===== config.mk =====
export PLATFORM = sky130hd
export DESIGN_NAME = iso8601_duration_parser_unit_flat
export DESIGN_NICKNAME = d
export VERILOG_FILES = /design/src/rtl/idp_pkg.sv /design/src/rtl/idp_if.sv /design/src/rtl/idp_front.sv /design/src/rtl/idp_queue.sv /design/src/rtl/idp_back.sv /design/src/rtl/iso8601_duration_parser_unit.sv /design/src/flat_wrapper.sv
export SDC_FILE = /design/constraint.sdc
export NUM_CORES = 2
export LEC_CHECK = 0
export ABC_AREA = 0
export BUFFER_PORTS_ARGS = -buffer_cell sky130_fd_sc_hd__buf_2
export CORE_MARGIN = 8
export CORE_UTILIZATION = 50
export CTS_CLUSTER_SIZE = 10
export DETAILED_ROUTE_END_ITERATION = 6
export GPL_TIMING_DRIVEN = 0
export PLACE_DENSITY = 0.66
export SETUP_SLACK_MARGIN = 0.4
export SYNTH_ARGS = -nofsm -noshare
export SYNTH_HDL_FRONTEND = slang
export SYNTH_SLANG_ARGS = --single-unit

===== constraint.sdc =====
create_clock -name clk -period 12.4 [get_ports clk]
set_input_delay 1.24 -clock clk [delete_from_list [all_inputs] [get_ports clk]]
set_output_delay 1.24 -clock clk [all_outputs]
set_load 0.01 [all_outputs]

===== src/rtl/idp_pkg.sv =====
package idp_pkg;

    localparam int unsigned DIGIT_W  = 31;
    localparam int unsigned FRAC_W   = 30;
    localparam int unsigned FCNT_W   = 4;
    localparam int unsigned SEC_W    = 64;
    localparam int unsigned ACC_W    = 63;
    localparam int unsigned PROD_W   = 63;
    localparam int unsigned INT_W    = 32;
    localparam int unsigned CFG_W    = 32;
    localparam int unsigned CFG_IDX_W = 1;
    localparam int unsigned CH_W     = 8;

    localparam logic [DIGIT_W-1:0] DIGIT_MAX   = 31'h7FFF_FFFF;
    localparam logic [FCNT_W-1:0]  FRAC_DIGITS = 4'd9;
    localparam logic [FRAC_W-1:0]  NANO_LIMIT  = 30'd1000000000;

    localparam logic [CFG_W-1:0] YEAR_RESET   = 32'd31557600;
    localparam logic [CFG_W-1:0] MONTH_RESET  = 32'd2592000;
    localparam logic [CFG_W-1:0] SEC_PER_DAY  = 32'd86400;
    localparam logic [CFG_W-1:0] SEC_PER_HOUR = 32'd3600;
    localparam logic [CFG_W-1:0] SEC_PER_MIN  = 32'd60;
    localparam logic [CFG_W-1:0] SEC_UNIT     = 32'd1;

    localparam logic [CFG_IDX_W-1:0] CFG_YEAR  = 1'b0;
    localparam logic [CFG_IDX_W-1:0] CFG_MONTH = 1'b1;

    localparam logic [CH_W-1:0] CH_NUL   = 8'h00;
    localparam logic [CH_W-1:0] CH_TAB   = 8'h09;
    localparam logic [CH_W-1:0] CH_CR    = 8'h0D;
    localparam logic [CH_W-1:0] CH_SPACE = 8'h20;
    localparam logic [CH_W-1:0] CH_PLUS  = 8'h2B;
    localparam logic [CH_W-1:0] CH_MINUS = 8'h2D;
    localparam logic [CH_W-1:0] CH_DOT   = 8'h2E;
    localparam logic [CH_W-1:0] CH_ZERO  = 8'h30;
    localparam logic [CH_W-1:0] CH_NINE  = 8'h39;
    localparam logic [CH_W-1:0] CH_D     = 8'h44;
    localparam logic [CH_W-1:0] CH_H     = 8'h48;
    localparam logic [CH_W-1:0] CH_M     = 8'h4D;
    localparam logic [CH_W-1:0] CH_P     = 8'h50;
    localparam logic [CH_W-1:0] CH_S     = 8'h53;
    localparam logic [CH_W-1:0] CH_T     = 8'h54;
    localparam logic [CH_W-1:0] CH_Y     = 8'h59;

    localparam int unsigned QDEPTH = 4;
    localparam int unsigned QPTR_W = 2;
    localparam int unsigned QCNT_W = 3;

    typedef enum logic [3:0] {
        CL_DIGIT,
        CL_P,
        CL_T,
        CL_Y,
        CL_M,
        CL_D,
        CL_H,
        CL_S,
        CL_DOT,
        CL_NUL,
        CL_BLANK,
        CL_MINUS,
        CL_PLUS,
        CL_OTHER
    } cls_t;

    typedef enum logic [1:0] {
        PH_FIRST,
        PH_DUR,
        PH_INT,
        PH_HALT
    } phase_t;

    typedef struct packed {
        cls_t       cls;
        logic [3:0] digit;
        logic       last;
    } tok_t;

    // 10^(9 - n): scales a fraction of n digits to nanoseconds
    function automatic logic [FRAC_W-1:0] pow10(input logic [FCNT_W-1:0] n);
        logic [FRAC_W-1:0] r;
        case (n)
            4'd0:    r = 30'd1000000000;
            4'd1:    r = 30'd100000000;
            4'd2:    r = 30'd10000000;
            4'd3:    r = 30'd1000000;
            4'd4:    r = 30'd100000;
            4'd5:    r = 30'd10000;
            4'd6:    r = 30'd1000;
            4'd7:    r = 30'd100;
            4'd8:    r = 30'd10;
            default: r = 30'd1;
        endcase
        return r;
    endfunction

endpackage


===== src/rtl/idp_if.sv =====
interface idp_in_if;
    logic       valid;
    logic       ready;
    logic [7:0] ch;
    logic       last;

    modport source (output valid, output ch, output last, input ready);
    modport sink   (input valid, input ch, input last, output ready);
endinterface

interface idp_out_if;
    logic               valid;
    logic               ready;
    logic signed [63:0] seconds;
    logic [29:0]        nanoseconds;

    modport source (output valid, output seconds, output nanoseconds, input ready);
    modport sink   (input valid, input seconds, input nanoseconds, output ready);
endinterface


===== src/rtl/idp_front.sv =====
module idp_front (
    idp_in_if.sink          in,
    input  logic            q_ready,
    output logic            push,
    output idp_pkg::tok_t   tok
);

    assign in.ready = q_ready;
    assign push     = in.valid & q_ready;

    always_comb
    begin
        tok.last  = in.last;
        tok.digit = 4'd0;
        case (in.ch) inside
            [idp_pkg::CH_ZERO:idp_pkg::CH_NINE]:
            begin
                tok.cls   = idp_pkg::CL_DIGIT;
                tok.digit = 4'(in.ch - idp_pkg::CH_ZERO);
            end
            idp_pkg::CH_P:     tok.cls = idp_pkg::CL_P;
            idp_pkg::CH_T:     tok.cls = idp_pkg::CL_T;
            idp_pkg::CH_Y:     tok.cls = idp_pkg::CL_Y;
            idp_pkg::CH_M:     tok.cls = idp_pkg::CL_M;
            idp_pkg::CH_D:     tok.cls = idp_pkg::CL_D;
            idp_pkg::CH_H:     tok.cls = idp_pkg::CL_H;
            idp_pkg::CH_S:     tok.cls = idp_pkg::CL_S;
            idp_pkg::CH_DOT:   tok.cls = idp_pkg::CL_DOT;
            idp_pkg::CH_NUL:   tok.cls = idp_pkg::CL_NUL;
            idp_pkg::CH_SPACE,
            [idp_pkg::CH_TAB:idp_pkg::CH_CR]:
                               tok.cls = idp_pkg::CL_BLANK;
            idp_pkg::CH_MINUS: tok.cls = idp_pkg::CL_MINUS;
            idp_pkg::CH_PLUS:  tok.cls = idp_pkg::CL_PLUS;
            default:           tok.cls = idp_pkg::CL_OTHER;
        endcase
    end

endmodule


===== src/rtl/idp_queue.sv =====
module idp_queue (
    input  logic          clk,
    input  logic          rst_n,
    input  logic          push,
    input  idp_pkg::tok_t wdata,
    output logic          ready,
    input  logic          pop,
    output logic          rvalid,
    output idp_pkg::tok_t rdata
);

    idp_pkg::tok_t                  mem_reg [idp_pkg::QDEPTH];
    logic [idp_pkg::QPTR_W-1:0]     wr_ptr_reg;
    logic [idp_pkg::QPTR_W-1:0]     rd_ptr_reg;
    logic [idp_pkg::QCNT_W-1:0]     cnt_reg;
    logic [idp_pkg::QCNT_W-1:0]     cnt_next;

    assign ready  = (cnt_reg != idp_pkg::QCNT_W'(idp_pkg::QDEPTH));
    assign rvalid = (cnt_reg != '0);
    assign rdata  = mem_reg[rd_ptr_reg];

    always_comb
    begin
        case ({push, pop})
            2'b10:   cnt_next = cnt_reg + 1'b1;
            2'b01:   cnt_next = cnt_reg - 1'b1;
            default: cnt_next = cnt_reg;
        endcase
    end

    always_ff @(posedge clk or negedge rst_n)
    begin
        if (!rst_n)
        begin
            wr_ptr_reg <= '0;
            rd_ptr_reg <= '0;
            cnt_reg    <= '0;
        end
        else
        begin
            if (push)
            begin
                wr_ptr_reg <= wr_ptr_reg + 1'b1;
            end
            if (pop)
            begin
                rd_ptr_reg <= rd_ptr_reg + 1'b1;
            end
            cnt_reg <= cnt_next;
        end
    end

    always_ff @(posedge clk)
    begin
        if (push)
        begin
            mem_reg[wr_ptr_reg] <= wdata;
        end
    end

endmodule


===== src/rtl/idp_back.sv =====
module idp_back (
    input  logic                              clk,
    input  logic                              rst_n,
    input  logic                              q_valid,
    input  idp_pkg::tok_t                     q_tok,
    output logic                              pop,
    input  logic                              cfg_we,
    input  logic [idp_pkg::CFG_IDX_W-1:0]     cfg_index,
    input  logic [idp_pkg::CFG_W-1:0]         cfg_data,
    idp_out_if.source                         out
);

    // configuration
    logic [idp_pkg::CFG_W-1:0]   spy_reg;
    logic [idp_pkg::CFG_W-1:0]   spm_reg;

    // parse state
    idp_pkg::phase_t             phase_reg, phase_next;
    logic                        tps_reg, tps_next;
    logic                        farm_reg, farm_next;
    logic                        rad_reg, rad_next;
    logic                        tstart_reg, tstart_next;
    logic                        tcheck_reg, tcheck_next;
    logic                        dpres_reg, dpres_next;
    logic                        neg_reg, neg_next;
    logic                        intm_reg, intm_next;
    logic [idp_pkg::DIGIT_W-1:0] dval_reg, dval_next;
    logic [idp_pkg::FRAC_W-1:0]  fval_reg, fval_next;
    logic [idp_pkg::FCNT_W-1:0]  fcnt_reg, fcnt_next;
    logic [idp_pkg::FRAC_W-1:0]  nanos_reg, nanos_next;

    // stage 1 -> stage 2
    logic                        s1_valid_reg;
    logic                        s1_last_reg;
    logic                        s1_add_reg;
    logic                        s1_intm_reg;
    logic [idp_pkg::PROD_W-1:0]  s1_prod_reg;
    logic [idp_pkg::INT_W-1:0]   s1_int_reg;
    logic [idp_pkg::FRAC_W-1:0]  s1_nanos_reg;

    // stage 2 / output
    logic [idp_pkg::ACC_W-1:0]   acc_reg;
    logic                        out_valid_reg;
    logic [idp_pkg::SEC_W-1:0]   sec_reg;
    logic [idp_pkg::FRAC_W-1:0]  ns_reg;

    logic                        adv;
    logic                        add_en;
    logic                        skip;
    logic                        do_digit;
    logic                        int_step;
    logic [idp_pkg::CFG_W-1:0]   mb;
    logic [idp_pkg::PROD_W-1:0]  prod;
    logic [idp_pkg::FRAC_W-1:0]  nscale;
    logic [34:0]                 dmac;
    logic [idp_pkg::FRAC_W-1:0]  fmac;
    logic [idp_pkg::INT_W-1:0]   int_val;
    logic [idp_pkg::SEC_W-1:0]   sum;
    logic [idp_pkg::ACC_W-1:0]   acc_upd;
    idp_pkg::cls_t               cls;

    assign adv = !out_valid_reg || out.ready;
    assign pop = q_valid && adv;
    assign cls = q_tok.cls;

    assign out.valid       = out_valid_reg;
    assign out.seconds     = sec_reg;
    assign out.nanoseconds = ns_reg;

    assign dmac   = {4'd0, dval_reg} * 35'd10 + 35'(q_tok.digit);
    assign fmac   = fval_reg * 30'd10 + 30'(q_tok.digit);
    assign prod   = idp_pkg::PROD_W'(dval_reg) * idp_pkg::PROD_W'(mb);
    assign nscale = fval_reg * idp_pkg::pow10(fcnt_reg);

    always_comb
    begin
        phase_next  = phase_reg;
        tps_next    = tps_reg;
        farm_next   = farm_reg;
        rad_next    = rad_reg;
        tstart_next = tstart_reg;
        tcheck_next = tcheck_reg;
        dpres_next  = dpres_reg;
        neg_next    = neg_reg;
        intm_next   = intm_reg;
        dval_next   = dval_reg;
        fval_next   = fval_reg;
        fcnt_next   = fcnt_reg;
        nanos_next  = nanos_reg;
        add_en      = 1'b0;
        mb          = idp_pkg::SEC_UNIT;
        skip        = 1'b0;
        do_digit    = 1'b0;
        int_step    = 1'b0;

        unique case (phase_reg)
            idp_pkg::PH_FIRST:
            begin
                if (cls == idp_pkg::CL_P)
                begin
                    phase_next  = idp_pkg::PH_DUR;
                    tcheck_next = 1'b1;
                    tstart_next = 1'b1;
                end
                else
                begin
                    phase_next = idp_pkg::PH_INT;
                    intm_next  = 1'b1;
                    int_step   = 1'b1;
                end
            end
            idp_pkg::PH_DUR:
            begin
                if (cls == idp_pkg::CL_NUL)
                begin
                    phase_next = idp_pkg::PH_HALT;
                end
                else
                begin
                    if (tcheck_reg)
                    begin
                        tcheck_next = 1'b0;
                        if (cls == idp_pkg::CL_T)
                        begin
                            tps_next = 1'b1;
                            rad_next = 1'b0;
                            skip     = 1'b1;
                        end
                    end
                    if (!skip && tstart_reg)
                    begin
                        tstart_next = 1'b0;
                        // leading dot of a fraction-only seconds field
                        if (tps_reg && cls == idp_pkg::CL_DOT)
                        begin
                            farm_next = 1'b1;
                            rad_next  = 1'b1;
                            skip      = 1'b1;
                        end
                    end
                    if (!skip)
                    begin
                        if (cls == idp_pkg::CL_DIGIT)
                        begin
                            do_digit = 1'b1;
                        end
                        else if (!dpres_reg)
                        begin
                            phase_next = idp_pkg::PH_HALT;
                        end
                        else
                        begin
                            case (cls)
                                idp_pkg::CL_Y:
                                begin
                                    add_en = 1'b1;
                                    mb     = spy_reg;
                                end
                                idp_pkg::CL_M:
                                begin
                                    add_en = 1'b1;
                                    mb     = tps_reg ? idp_pkg::SEC_PER_MIN : spm_reg;
                                end
                                idp_pkg::CL_D:
                                begin
                                    add_en = 1'b1;
                                    mb     = idp_pkg::SEC_PER_DAY;
                                end
                                idp_pkg::CL_H:
                                begin
                                    add_en = 1'b1;
                                    mb     = idp_pkg::SEC_PER_HOUR;
                                end
                                idp_pkg::CL_DOT:
                                begin
                                    add_en    = 1'b1;
                                    farm_next = 1'b1;
                                end
                                idp_pkg::CL_S:
                                begin
                                    if (farm_reg)
                                    begin
                                        nanos_next = rad_reg ? nscale : '0;
                                    end
                                    else
                                    begin
                                        add_en = 1'b1;
                                    end
                                end
                                default:
                                begin
                                end
                            endcase
                            rad_next    = (cls == idp_pkg::CL_DOT);
                            dval_next   = '0;
                            dpres_next  = 1'b0;
                            fval_next   = '0;
                            fcnt_next   = '0;
                            tstart_next = 1'b1;
                            tcheck_next = 1'b1;
                        end
                    end
                end
            end
            idp_pkg::PH_INT:
            begin
                int_step = 1'b1;
            end
            idp_pkg::PH_HALT:
            begin
            end
        endcase

        if (int_step)
        begin
            if (tstart_reg && cls == idp_pkg::CL_BLANK)
            begin
                skip = 1'b1;
            end
            else
            begin
                if (tstart_reg)
                begin
                    tstart_next = 1'b0;
                    if (cls == idp_pkg::CL_MINUS)
                    begin
                        neg_next = 1'b1;
                        skip     = 1'b1;
                    end
                    else if (cls == idp_pkg::CL_PLUS)
                    begin
                        skip = 1'b1;
                    end
                end
                if (!skip)
                begin
                    if (cls == idp_pkg::CL_DIGIT)
                    begin
                        do_digit = 1'b1;
                    end
                    else
                    begin
                        phase_next = idp_pkg::PH_HALT;
                    end
                end
            end
        end

        if (do_digit)
        begin
            dval_next  = (dmac > {4'd0, idp_pkg::DIGIT_MAX}) ? idp_pkg::DIGIT_MAX
                                                             : dmac[idp_pkg::DIGIT_W-1:0];
            dpres_next = 1'b1;
            if (fcnt_reg < idp_pkg::FRAC_DIGITS)
            begin
                fval_next = fmac;
                fcnt_next = fcnt_reg + 1'b1;
            end
        end

        int_val = neg_next ? (idp_pkg::INT_W'(0) - {1'b0, dval_next}) : {1'b0, dval_next};
    end

    always_ff @(posedge clk or negedge rst_n)
    begin
        if (!rst_n)
        begin
            spy_reg <= idp_pkg::YEAR_RESET;
            spm_reg <= idp_pkg::MONTH_RESET;
        end
        else if (cfg_we)
        begin
            case (cfg_index)
                idp_pkg::CFG_YEAR:  spy_reg <= cfg_data;
                idp_pkg::CFG_MONTH: spm_reg <= cfg_data;
                default:
                begin
                end
            endcase
        end
    end

    // stage 1: parse state, one character per cycle when not stalled
    always_ff @(posedge clk or negedge rst_n)
    begin
        if (!rst_n)
        begin
            phase_reg  <= idp_pkg::PH_FIRST;
            tps_reg    <= 1'b0;
            farm_reg   <= 1'b0;
            rad_reg    <= 1'b0;
            tstart_reg <= 1'b1;
            tcheck_reg <= 1'b0;
            dpres_reg  <= 1'b0;
            neg_reg    <= 1'b0;
            intm_reg   <= 1'b0;
            dval_reg   <= '0;
            fval_reg   <= '0;
            fcnt_reg   <= '0;
            nanos_reg  <= '0;
        end
        else if (pop)
        begin
            if (q_tok.last)
            begin
                phase_reg  <= idp_pkg::PH_FIRST;
                tps_reg    <= 1'b0;
                farm_reg   <= 1'b0;
                rad_reg    <= 1'b0;
                tstart_reg <= 1'b1;
                tcheck_reg <= 1'b0;
                dpres_reg  <= 1'b0;
                neg_reg    <= 1'b0;
                intm_reg   <= 1'b0;
                dval_reg   <= '0;
                fval_reg   <= '0;
                fcnt_reg   <= '0;
                nanos_reg  <= '0;
            end
            else
            begin
                phase_reg  <= phase_next;
                tps_reg    <= tps_next;
                farm_reg   <= farm_next;
                rad_reg    <= rad_next;
                tstart_reg <= tstart_next;
                tcheck_reg <= tcheck_next;
                dpres_reg  <= dpres_next;
                neg_reg    <= neg_next;
                intm_reg   <= intm_next;
                dval_reg   <= dval_next;
                fval_reg   <= fval_next;
                fcnt_reg   <= fcnt_next;
                nanos_reg  <= nanos_next;
            end
        end
    end

    always_ff @(posedge clk or negedge rst_n)
    begin
        if (!rst_n)
        begin
            s1_valid_reg <= 1'b0;
            s1_last_reg  <= 1'b0;
            s1_add_reg   <= 1'b0;
        end
        else if (adv)
        begin
            s1_valid_reg <= pop;
            s1_last_reg  <= q_tok.last;
            s1_add_reg   <= add_en;
        end
    end

    always_ff @(posedge clk)
    begin
        if (pop)
        begin
            s1_prod_reg  <= prod;
            s1_intm_reg  <= intm_next;
            s1_int_reg   <= int_val;
            s1_nanos_reg <= nanos_next;
        end
    end

    // stage 2: saturating seconds accumulate and result register
    assign sum     = {1'b0, acc_reg} + {1'b0, s1_prod_reg};
    assign acc_upd = !s1_add_reg ? acc_reg
                   : (sum[idp_pkg::SEC_W-1] ? '1 : sum[idp_pkg::ACC_W-1:0]);

    always_ff @(posedge clk or negedge rst_n)
    begin
        if (!rst_n)
        begin
            acc_reg       <= '0;
            out_valid_reg <= 1'b0;
        end
        else if (adv)
        begin
            out_valid_reg <= s1_valid_reg && s1_last_reg;
            if (s1_valid_reg)
            begin
                acc_reg <= s1_last_reg ? '0 : acc_upd;
            end
        end
    end

    always_ff @(posedge clk)
    begin
        if (adv && s1_valid_reg && s1_last_reg)
        begin
            sec_reg <= s1_intm_reg ? {{(idp_pkg::SEC_W - idp_pkg::INT_W){s1_int_reg[idp_pkg::INT_W-1]}},
                                      s1_int_reg}
                                   : {1'b0, acc_upd};
            ns_reg  <= s1_nanos_reg;
        end
    end

endmodule


===== src/rtl/iso8601_duration_parser_unit.sv =====
// Throughput: one character per cycle, sustained, with no gap between strings,
//   while the output is not stalled. The last character of a string goes from
//   the queue into the parse stage, then the saturating seconds add stage.
// A four-entry queue between the classifier and the parser absorbs output stalls.
// Reset (rst_n low, asynchronous): queue emptied, parse state cleared, no result
//   pending, configuration back to 365.25-day years and 30-day months.
module iso8601_duration_parser_unit (
    input  logic                              clk,
    input  logic                              rst_n,
    idp_in_if.sink                            in,
    idp_out_if.source                         out,
    input  logic                              cfg_we,
    input  logic [idp_pkg::CFG_IDX_W-1:0]     cfg_index,
    input  logic [idp_pkg::CFG_W-1:0]         cfg_data
);

    logic          push;
    logic          q_ready;
    logic          q_valid;
    logic          pop;
    idp_pkg::tok_t f_tok;
    idp_pkg::tok_t q_tok;

    idp_front u_front (
        .in      (in),
        .q_ready (q_ready),
        .push    (push),
        .tok     (f_tok)
    );

    idp_queue u_queue (
        .clk    (clk),
        .rst_n  (rst_n),
        .push   (push),
        .wdata  (f_tok),
        .ready  (q_ready),
        .pop    (pop),
        .rvalid (q_valid),
        .rdata  (q_tok)
    );

    idp_back u_back (
        .clk       (clk),
        .rst_n     (rst_n),
        .q_valid   (q_valid),
        .q_tok     (q_tok),
        .pop       (pop),
        .cfg_we    (cfg_we),
        .cfg_index (cfg_index),
        .cfg_data  (cfg_data),
        .out       (out)
    );

endmodule


===== src/flat_wrapper.sv =====
// flat-port wrapper written by rule: the top's interface ports become plain ports
module iso8601_duration_parser_unit_flat 
  (clk, rst_n, cfg_we, cfg_index, cfg_data, in_valid, in_ch, in_last, in_ready, out_valid, out_seconds, out_nanoseconds, out_ready);
  idp_in_if in_i ();
  idp_out_if out_i ();
  input  logic clk;
  input  logic rst_n;
  input  logic cfg_we;
  input  logic [idp_pkg::CFG_IDX_W-1:0] cfg_index;
  input  logic [idp_pkg::CFG_W-1:0] cfg_data;
  input wire logic [$bits(in_i.valid)-1:0] in_valid;
  input wire logic [$bits(in_i.ch)-1:0] in_ch;
  input wire logic [$bits(in_i.last)-1:0] in_last;
  output wire logic [$bits(in_i.ready)-1:0] in_ready;
  output wire logic [$bits(out_i.valid)-1:0] out_valid;
  output wire logic [$bits(out_i.seconds)-1:0] out_seconds;
  output wire logic [$bits(out_i.nanoseconds)-1:0] out_nanoseconds;
  input wire logic [$bits(out_i.ready)-1:0] out_ready;
  assign in_i.valid = in_valid;
  assign in_i.ch = in_ch;
  assign in_i.last = in_last;
  assign in_ready = in_i.ready;
  assign out_valid = out_i.valid;
  assign out_seconds = out_i.seconds;
  assign out_nanoseconds = out_i.nanoseconds;
  assign out_i.ready = out_ready;
  iso8601_duration_parser_unit u_core (.clk(clk), .rst_n(rst_n), .in(in_i), .out(out_i), .cfg_we(cfg_we), .cfg_index(cfg_index), .cfg_data(cfg_data));
endmodule

==> metrics.md <==
| Metric | Value |
|---|---|
| Synth Register Bits | 499 |
| Routed wl met3 | 27.7 mm |
| Switch share | 50.3% |
| Area of the placeable core | 149000 sq um |
| Number of detailed-route iterations in the first pass | 7 |
| Vertical die dimension | 403 microns |
| Number of primary I/O pins | 143 |
| Mapped Cells | 7993 |
| Reg2reg path depth | 36 |
| P per Cell Area | 119 nW/um^2 |
| Start point of the critical path | u_core.u_queue.rd_ptr_reg[0] |
| Setup crit end kind | register |
| Synthesized area per cell | 9.37 sq um |
| Average vias per placed instance | 5.88 |
| Sink count of the clock tree | 499 |
| Die X-Extent | 403 microns |
| Num CTS Buffers | 61 |
| Routed Antenna Nets | 0 |
| Final setup violation count | 0 |
| Routed length per placed instance | 26.9 microns |
| Violations in the final reports | design-rule violations, max-capacitance violations, max-slew violations |
| Clock Root Buffer | sky130_fd_sc_hd__clkbuf_16 |
| Filler cell count in the final layout | 13803 |
| Die outline area | 162000 sq um |
| End point of the critical path | u_core.u_back.s1_prod_reg[60] |
| TritonCTS clock tree | built |
| Internal power of the cells | 4.76 mW |
| Iter 0 DRT Violations | 5730 |
| Setup repair after global routing missed its margin | yes |
| Fraction of power consumed by sequential logic | 29.3% |
| Largest driver fanout on the critical path | 10 |
| Half-perimeter wire length after detailed placement | 224 mm |
| Clock tree buffer depth | 3 |
| Detailed-route DRC error count | 1 |
| Worst hold margin | 412 ps |
| Antenna violations before repair | 17 |
| NetSw | 4.81 mW |
| Maximum ir drop on the vdd rail | 0.131 mV |
| Via count of the first global-routing pass | 61046 |
| Tightest Pin Transition | 1510 ps |
| Run status | finished, violations left |
| Max-cap violations | 1 |
| Number of nets in the synthesized netlist | 9828 |
| Placement Rows | 142 |
| Crit path DAT | 12140 ps |
| Leakage power total | 39.4 nW |
| Number of flops mapped to enable cells by yosys | 256 |
| Overall fraction of global-route tracks in use | 33.5% |
| Top routing layer in use | met5 |
| Share of the core filled with cells | 53.9% |
| Fraction of layout cells with a size suffix above 1 | 6.13% |
| Clock transition at the registers of the reported paths | 60 ps |
| Share of flip-flops with an asynchronous set or reset after synthesis | 48.7% |
| First-pass GRT wire length | 404 mm |
| Hold_buf cts | 0 |
| Start of the worst register-to-register path | u_core.u_queue.rd_ptr_reg[0] |
| Number of levels the H-tree was split into | 2 |
| Final worst path period share | 94.7% |
| Worst-skew pair later-pin latency | 670 ps |
| Clock period minus worst slack | 11740 ps |
| Maximum number of pins on one net before global-route repair | 108 |
| Port bufs | 140 |
| Flip-flop count of the largest register after layout | 64 |
| Fmax | 0.0851 GHz |
| Initial standard-cell utilization of the core | 50.2% |
| Cell area after synthesis | 74900 sq um |
| Clock Power Share | 17.7% |
| Post-Route Skew | 38.4 ps |
| Area post-placement | 78200 sq um |
| Critical path startpoint category | register |
| Area grow syn2layout | 7.35% |
| Final nets | 10040 |
| Max-slew headroom at the worst pin | -0.798% |
| Largest stage delay on the critical path | 750 ps |
| Leading area contributor after synthesis | sky130_fd_sc_hd__fa_1 |
| Required time of the critical path | 12790 ps |
| Total vias in the final route | 59982 |
| Design Area, Final | 80400 sq um |
| Synth top area share | 32.7% |
| Synth top area cells | sky130_fd_sc_hd__fa_1, sky130_fd_sc_hd__edfxtp_1, sky130_fd_sc_hd__ha_1, sky130_fd_sc_hd__dfrtp_1, sky130_fd_sc_hd__inv_1 |
| Total wirelength of the detailed-routed design | 275 mm |
| Logic gate share of total power | 53.0% |
| CP dominant cell by count | sky130_fd_sc_hd__fa_1 |
| Part of the Yosys area used for sequential elements | 18.4% |
| Most common flop cell mapped by yosys | sky130_fd_sc_hd__edfxtp_1 |
| Final RePlAce weighted congestion | 1.04 |
| Warnings, synthesis | 0 |
| Number of hold violations in the final report | 0 |
| Remaining Overflow, GRT | 0 |
| Routed wl met2 | 119 mm |
| Met1 Routed Length | 111 mm |
| Kind of critical path | reg -> reg |
| Slack of the worst reg-to-reg path | 660 ps |
| Worst path slowest cell | sky130_fd_sc_hd__or4b_2 |
| Hold WC Path Type | reg -> reg |
| Count of final max-slew check failures | 11 |
| Netlist cell types | 104 |
| Reg-to-reg endpoint | u_core.u_back.s1_prod_reg[60] |
==> stage by stage <==
stage / setup TNS, ps / setup slack (ps) / power, mW / std cells
2_1_floorplan: 0 / 2300 / 5.50 / 7993
3_3_place_gp: -27540 / -1460 / 7.69 / 10077
3_5_place_dp: -11660 / -929 / 7.71 / 10084
4_1_cts: 0 / 399 / 9.44 / 10199
5_1_grt: 0 / 367 / 9.96 / 10201
6_report: 0 / 656 / 9.56 / 10209
==> cell families (layout without fill, tap and decap cells) <==
kind of cell	Yosys count	count (layout)	synth area share (%)
AO/OA/AOI/OAI	1124	1124	9.81
adder cells (fa/ha/maj)	1789	1789	42.2
other	0	8	0
XOR/XNOR	306	306	3.59
multiplexers	91	91	1.50
AND/OR/NAND/NOR	2487	2487	16.0
buffers and inverters	1697	1961	8.54
flip-flops	499	499	18.4
==> area by class of cell <==
type	count	area [sq um]	share of cell area [%]
inverters	1264	4750	5.90
plain buffers	432	1780	2.21
repair buffers	150	883	1.10
multi-input cells	5797	54800	68.2
diodes	8	20.0	0.0249
well taps	1944	2430	3.03
clock buffers	100	1710	2.13
flip-flops and latches	499	13800	17.2
clock inverters	15	185	0.230
==> power by group through the flow <==
stage | Clock [mW] | Sequential [mW] | Combinational (mW)
global placement | 0 | 2.87 | 4.81
detailed placement | 0 | 2.81 | 4.90
finish | 1.70 | 2.80 | 5.07
CTS | 1.73 | 2.78 | 4.93
floorplan | 0 | 2.66 | 2.83
global route | 1.79 | 2.82 | 5.35
==> critical path: cells and delay by family, from the launching register on <==
kind,cells,cell delay [ps]
XOR/XNOR,1,160
AND/OR/NAND/NOR,7,2150
multiplexers,1,630
buffers and inverters,8,1660
AO/OA/AOI/OAI,10,1870
flip-flops,1,370
adder cells (fa/ha/maj),9,4590
==> placed cells by master (no fill, tap or decap), drive strengths merged, types with 222 or more instances in the layout <==
master,count
a21oi,223
and2,641
clkbuf,484
dfrtp,222
edfxtp,256
fa,1225
ha,563
inv,1265
nand2,1137
nor2,271
o21ai,326
==> worst min path at each step <==
stage / from / endpoint / slack [ps] / depth (start not counted)
finish: u_core.u_back.s1_nanos_reg[3] / u_core.u_back.out.nanoseconds[3] / 410 / 0
global route: u_core.u_back.s1_nanos_reg[12] / u_core.u_back.out.nanoseconds[12] / 420 / 0
CTS: u_core.u_back.s1_nanos_reg[15] / u_core.u_back.out.nanoseconds[15] / 410 / 0
detailed placement: u_core.u_back.s1_nanos_reg[13] / u_core.u_back.out.nanoseconds[13] / 400 / 0
global placement: u_core.u_back.s1_nanos_reg[19] / u_core.u_back.out.nanoseconds[19] / 410 / 0
floorplan: u_core.u_back.s1_nanos_reg[0] / u_core.u_back.out.nanoseconds[0] / 400 / 0
==> cell usage after synthesis (all sizes together) (84+ instances only) <==
cell,n
a21o,110
a21oi,223
and2,641
clkbuf,392
dfrtp,222
edfxtp,256
fa,1225
ha,563
inv,1264
nand2,1137
nand3,94
nor2,271
nor3,84
o21ai,326
xnor2,207
xor2,99
==> metal layers <==
metal  track usage (%)  vias to the layer above
li1                  -                    25953
met1              44.8                    30403
met2              51.1                     2973
met3              8.65                      647
met4              15.7                        6
met5                 0                        -
==> repair_timing <==
action                                 in CTS  in global routing
endpoints found under the hold margin       0                  0
setup endpoints to repair                  32                 17
pin swaps                                   1                  1
resized for setup                          98                 52
setup buffers                               1                  2
Note: power is estimated with default switching activity, not from simulation.
